--- src/rtl/color_palette_indexer_assert.svh ---
`ifndef COLOR_PALETTE_INDEXER_ASSERT_SVH
`define COLOR_PALETTE_INDEXER_ASSERT_SVH

// Assertion macros: same-cycle and next-cycle implication on clk, off in reset.
`ifndef SYNTHESIS
`define CPI_ASSERT_IMP(label, ante, cons) \
    label: assert property (@(posedge clk) disable iff (!rst_n) (ante) |-> (cons)) \
        else $error("color_palette_indexer: check failed");
`define CPI_ASSERT_NXT(label, ante, cons) \
    label: assert property (@(posedge clk) disable iff (!rst_n) (ante) |=> (cons)) \
        else $error("color_palette_indexer: check failed");
`else
`define CPI_ASSERT_IMP(label, ante, cons)
`define CPI_ASSERT_NXT(label, ante, cons)
`endif

`endif

--- src/rtl/cpi_pkg.sv ---
package cpi_pkg;

    localparam int COLOR_W = 24;

    typedef struct packed {
        logic [7:0] pixel_red;
        logic [7:0] pixel_green;
        logic [7:0] pixel_blue;
        logic       last_pixel;
    } cpi_pixel_t;

    typedef struct packed {
        logic [7:0] color_index;
        logic       new_entry;
        logic       overflow;
        logic [8:0] entry_count;
        logic       last_result;
    } cpi_result_t;

    // search token walking down the cell row
    typedef struct packed {
        logic               valid;
        logic               hit;
        logic               last;
        logic [COLOR_W-1:0] color;
    } cpi_tok_t;

endpackage

--- src/rtl/cpi_cell.sv ---
module cpi_cell
    import cpi_pkg::*;
#(
    parameter int IDX_W    = 8,
    parameter int CNT_W    = 9,
    parameter int CELL_IDX = 0
)
(
    input  logic               clk,
    input  logic               rst_n,
    input  cpi_tok_t           tok_in,
    input  logic [IDX_W-1:0]   idx_in,
    input  logic [CNT_W-1:0]   count,
    input  logic               wr_en,
    input  logic [IDX_W-1:0]   wr_addr,
    input  logic [COLOR_W-1:0] wr_color,
    output cpi_tok_t           tok_out,
    output logic [IDX_W-1:0]   idx_out
);

    logic [COLOR_W-1:0] entry_reg;
    logic               valid_reg;
    logic               hit_reg;
    logic               last_reg;
    logic [COLOR_W-1:0] color_reg;
    logic [IDX_W-1:0]   idx_reg;

    logic               active;
    logic               match;
    logic               hit_next;
    logic [IDX_W-1:0]   idx_next;

    assign active = count > CNT_W'(CELL_IDX);
    assign match  = tok_in.valid && active && (entry_reg == tok_in.color);

    always_comb
    begin
        hit_next = tok_in.hit;
        idx_next = idx_in;
        if (!tok_in.hit && match)
        begin
            hit_next = 1'b1;
            idx_next = IDX_W'(CELL_IDX);
        end
    end

    always_ff @(posedge clk)
    begin
        if (wr_en && (wr_addr == IDX_W'(CELL_IDX)))
        begin
            entry_reg <= wr_color;
        end
    end

    always_ff @(posedge clk or negedge rst_n)
    begin
        if (!rst_n)
        begin
            valid_reg <= 1'b0;
        end
        else
        begin
            valid_reg <= tok_in.valid;
        end
    end

    always_ff @(posedge clk)
    begin
        hit_reg   <= hit_next;
        last_reg  <= tok_in.last;
        color_reg <= tok_in.color;
        idx_reg   <= idx_next;
    end

    assign tok_out = '{valid: valid_reg, hit: hit_reg, last: last_reg, color: color_reg};
    assign idx_out = idx_reg;

endmodule

--- config.mk ---
export PLATFORM = sky130hd
export DESIGN_NAME = cpi_cell
export DESIGN_NICKNAME = d
export VERILOG_FILES = /design/src/rtl/color_palette_indexer_assert.svh /design/src/rtl/cpi_pkg.sv /design/src/rtl/cpi_cell.sv
export SDC_FILE = /design/constraint.sdc
export NUM_CORES = 1
export LEC_CHECK = 0
export ABC_AREA = 1
export ABC_CLOCK_PERIOD_IN_PS = 2350
export BUFFER_PORTS_ARGS = -buffer_cell sky130_fd_sc_hd__buf_2
export CORE_UTILIZATION = 47
export DETAILED_ROUTE_END_ITERATION = 6
export GPL_TIMING_DRIVEN = 1
export PLACE_DENSITY = 0.84
export SYNTH_ARGS = -nofsm -noshare
export SYNTH_HDL_FRONTEND = slang
export SYNTH_SLANG_ARGS = --single-unit
--- constraint.sdc ---
create_clock -name clk -period 2.35 [get_ports clk]
set_input_delay 0.235 -clock clk [delete_from_list [all_inputs] [get_ports clk]]
set_output_delay 0.235 -clock clk [all_outputs]
set_load 0.02 [all_outputs]
After elaboration in Yosys (flattened, before gate mapping)
Cells that the tools add are included.
{ "totals": {"regBits": 59, "output_inout_bits": 35, "wordCells": 14} }
{ "op_classes": {"magnitude_cmp": 1, "n_eq_ne": 1, "n_reduce_logical": 6} }
{ "op_table": {"columns": ["cell", "count"], "rows": [
  ["$eq 24x24->1", 1],
  ["$gt 9x1->1 const B", 1],
  ["$logic_not 8->1", 1],
  ["$logic_and 1x1->1", 4],
  ["$logic_not 1->1", 1]
]} }

Depth between registers and ports, before layout
{ "logic_depth": {"depth_word": 4, "ltp_mapped": 9, "ltp_nobuf": 9} }

Worst setup path after synthesis
No wires, ideal clock.
{ "synth_timing": {"kind": "in2reg", "from": "input wr_addr[0]", "to": "register entry_reg[0] (enable)", "setup_time_ns": 0.468, "arrival_ns": 2.920, "setup_slack_ns": -1.038, "path_stages": 2, "cell_sequence": "or3_1 > nor4_1"} }
{ "synth_between": {"elab_chain_len": 2} }
{ "synth_rtl": {"columns": ["element", "line_no", "source"], "rows": [
  ["from (decl)", "cpi_cell.sv:15", "input logic [IDX_W-1:0] wr_addr,"],
  ["$logic_not 8->1", "cpi_cell.sv:49", "if (wr_en && (wr_addr == IDX_W'(CELL_IDX)))"],
  ["$logic_and 1x1->1", "cpi_cell.sv:49", null],
  ["to (signal assigned)", "cpi_cell.sv:51", "entry_reg <= wr_color;"],
  ["to (decl)", "cpi_cell.sv:21", "logic [COLOR_W-1:0] entry_reg;"]
]} }
No other way between the ends.
A chain may end at the register's enable or synchronous reset.

Worst setup path after layout
{ "layout_timing": {"from": "register entry_reg[5]", "to": "register idx_reg[2] (netlist: idx_out[2])"} }
{ "layout_between": {"elab_chain_len": 3} }
{ "layout_rtl": {"columns": ["element", "line_no", "source"], "rows": [
  ["$eq 24x24->1", "cpi_cell.sv:34", "assign match = tok_in.valid && active && (entry_reg == tok_in.color);"],
  ["$logic_and 1x1->1", "cpi_cell.sv:34", null],
  ["$logic_and 1x1->1", "cpi_cell.sv:40", "if (!tok_in.hit && match)"],
  ["to (signal assigned)", "cpi_cell.sv:72", "idx_reg <= idx_next;"],
  ["to (decl)", "cpi_cell.sv:26", "logic [IDX_W-1:0] idx_reg;"]
]} }
No other way between the ends.

==> summary.md <==
| Metric | Value |
|---|---|
| Core Area | `approximately 0.0041 mm²` |
| Startpoint types | `flip-flop` |
| Register area | `0.00143 mm²` |
| Static leakage | `1.59 nW` |
| Avg Inst Size Synth | `9.33 µm²` |
| Clock Tree Buf Depth | `2` |
| CTS tree | `done` |
| GR Util met1 | `0.190` |
| Nets | `426` |
| Clock root buffer | `clkbuf_8` |
| Vias | `1682` |
| Worst-Margin Slew | `309 ps` |
| DIE WIDTH | `68.5 µm` |
| Worst Path Arrival | `1570 ps` |
| Multi-input gate area | `467 µm²` |
| Cell area after layout | `between 0.002 and 0.003 mm²` |
| NetSw | `474 µW` |
| Initial DRC Count | `50` |
| Max-cap violations | `0` |
| Mapped Nets | `302` |
| Pwr Total | `roughly 2.1 mW` |
| Comb power frac | `0.089` |
| Initial Utilization | `0.506` |
| Clock power frac | `0.393` |
| Chip Height | `68.5 µm` |
| CP Data Required Time | `2560 ps` |
| Filler cells | `327` |
| H-Tree Depth | `3` |
| Hold_sp | `tok_in[23]` |
| Final wirelength | `4.08 mm` |
| DRC Markers | `0` |
| Port bufs | `113` |
| Worst r2r src | `entry_reg[5]` |
| RSZ-0062 raised after global routing | `false` |
| Hold WC Path Type | `in2reg` |
| IO Pins | `114` |
| Grt ovf | `0` |
| Share of total power in sequential cells | `0.517` |
| Peak supply drop | `0.490 mV` |
| Final core occ | `0.708` |
| PwrDens | `733 mW/mm²` |
| Kind of critical path | `reg2reg` |
| Clock sinks | `59` |
| Busiest grt layer | `met2` |
| Initial antenna violation count | `0` |
| Cell Area, Placed | `0.00271 mm²` |
| Sw Ratio | `0.222` |
| Final worst-path cycle share | `0.582` |
| Largest net degree at the start of global routing | `25` |
| Area of the die | `0.00470 mm²` |
| GP Congestion | `0.664` |
| R2R cell count | `8` |
| Clk_lat worst skew | `~320 ps` |
| Post CTS Setup Buffer Count | `0` |
| Met2 GRT Util | `0.337` |
| GRT Overall Usage | `0.187` |
| Antenna-violating nets left | `0` |
| Seq cells post-synth | `59` |
| N_diodes | `0` |
| Via-to-Cell Ratio | `4.18` |
| Max Slew Vio Count | `0` |
| Met3 global-route usage | `0.0592` |
| R2r setup slk | `980 ps` |
| Hold Path End | `color_reg[23]` |
| Status | `finished, final reports clean` |
| Post-cts gate resize count | `0` |
| First-pass GRT wire length | `approximately 6.1 mm` |
| Worst setup EP type | `flip-flop` |
| # setup viols final | `0` |
| Total Negative Setup Slacks | `0 ps` |
| Fin crit period | `approximately 1400 ps` |
| FMAX | `~730 MHz` |
| Hold Vio Cnt, Final | `0` |
| Post-Syn Area | `0.00208 mm²` |
| Internal cell power | `roughly 1.7 mW` |
| Cells after synthesis | `223` |
| Wire length per cell | `10.2 µm` |
| Reg-to-reg endpoint | `idx_out[2]` |
| Layout cells sized above 1 | `0.372` |
| Crit-path max FO | `8` |
| Yosys warning count | `0` |
| # rows | `23` |
| DP HPWL | `around 3.2 mm` |
| WHS Path Cells | `1` |
| Skew final | `3.63 ps` |
| Cts bufs inserted | `9` |
| Distinct cells, synth | `14` |
| Slew margin rel. | `0.794` |
| Clock slew at reported path FFs | `around 60 ps` |
| Vias in the first global route | `1542` |
| Layout area overhead | `39.9%` |
| Register area share after synthesis | `0.686` |
| Drt pass-1 iters | `4` |
==> layer usage <==
metal / routed length (µm) / share of wire
met4: 38 / 0.0093
met5: 0 / 0
met2: 2160 / 0.53
met3: 284 / 0.070
met1: 1600 / 0.39
==> Yosys cell counts <==
library cell,n,share of area
buf_4,3,0.011
dfrtp_1,1,0.012
dfxtp_1,34,0.33
edfxtp_1,24,0.35
inv_1,48,0.087
nand2_1,61,0.11
nand3_1,1,0.0024
nand3b_1,1,0.0036
nor2_1,42,0.076
nor2_4,1,0.0054
nor4_1,1,0.0030
o21ai_0,4,0.0096
or3_1,1,0.0030
xnor2_1,1,0.0042
==> how the worst max path moves through the flow <==
| stage | from | endpoint | cells after the start |
|---|---|---|---|
| final | entry_reg[5] | idx_out[2] | 8 |
| after global routing | entry_reg[5] | idx_out[4] | 8 |
| after CTS | entry_reg[5] | idx_out[2] | 8 |
| after detailed placement | wr_addr[0] | entry_reg[10] | 4 |
| after global placement | wr_addr[0] | entry_reg[12] | 4 |
| after floorplan | wr_addr[0] | entry_reg[0] | 2 |
==> layout make-up <==
type / count / area share
clock buffers: 9 / 0.0425
repair buffers: 116 / 0.204
well taps: 50 / 0.0215
clock inverters: 7 / 0.0202
flip-flops and latches: 59 / 0.490
inverters: 48 / 0.0619
multi-input cells: 113 / 0.160
==> power groups by stage <==
stage                     clock [mW]  sequential, mW  combinational (mW)
final                          0.839            1.10               0.190
after floorplan                    0            1.17              0.0449
after detailed placement           0            1.13               0.189
after CTS                      0.863            1.10               0.192
after global placement             0            1.13               0.184
after global routing           0.914            1.11               0.212
==> critical path: stages, from the launching register on <==
cell      delay (ps)
edfxtp_1         400
nand2_1           90
nand2_1           50
nor2_1            90
nand2_1           60
nor2_1           170
nand2_1          130
nor2_4           190
nor2_1            70
==> metrics by stage <==
| stage | hold slack, ps | cells | setup slack [ps] |
|---|---|---|---|
| after floorplan | -60.6 | 223 | 493 |
| after detailed placement | 10.6 | 384 | 764 |
| after global routing | 11.4 | 402 | 818 |
| final | 26.7 | 402 | 983 |
| after CTS | 14.0 | 402 | 942 |
| after global placement | 10.1 | 384 | 809 |
==> cells by family after synthesis <==
family / Yosys count / share of synthesized area
AOI/OAI and AO/OA: 4 / 0.00962
xor gates and xnor gates: 1 / 0.00421
buffers and inverters: 51 / 0.0974
DFF: 59 / 0.686
and+or+nand+nor: 108 / 0.203
==> cells in the final DEF, fill, tap and decap left out <==
master,n
buf_2,113
nand2_1,61
inv_1,48
nor2_1,42
dfxtp_1,34
edfxtp_1,24
clkbuf_8,9
clkinv_2,5
o21ai_0,4
dlygate4sd3_1,2
nand3b_1,1
or3_1,1
nor4_4,1
nand3_1,1
xnor2_1,1
nor2_4,1
bufinv_16,1
clkinv_1,1
buf_4,1
dfrtp_1,1
==> repair_timing <==
item / in CTS / in global routing
endpoints found under the setup margin: 0 / 0
hold endpoints to repair: 2 / 0
hold buffers: 2 / 0
Note: power is estimated with default switching activity, not from simulation.
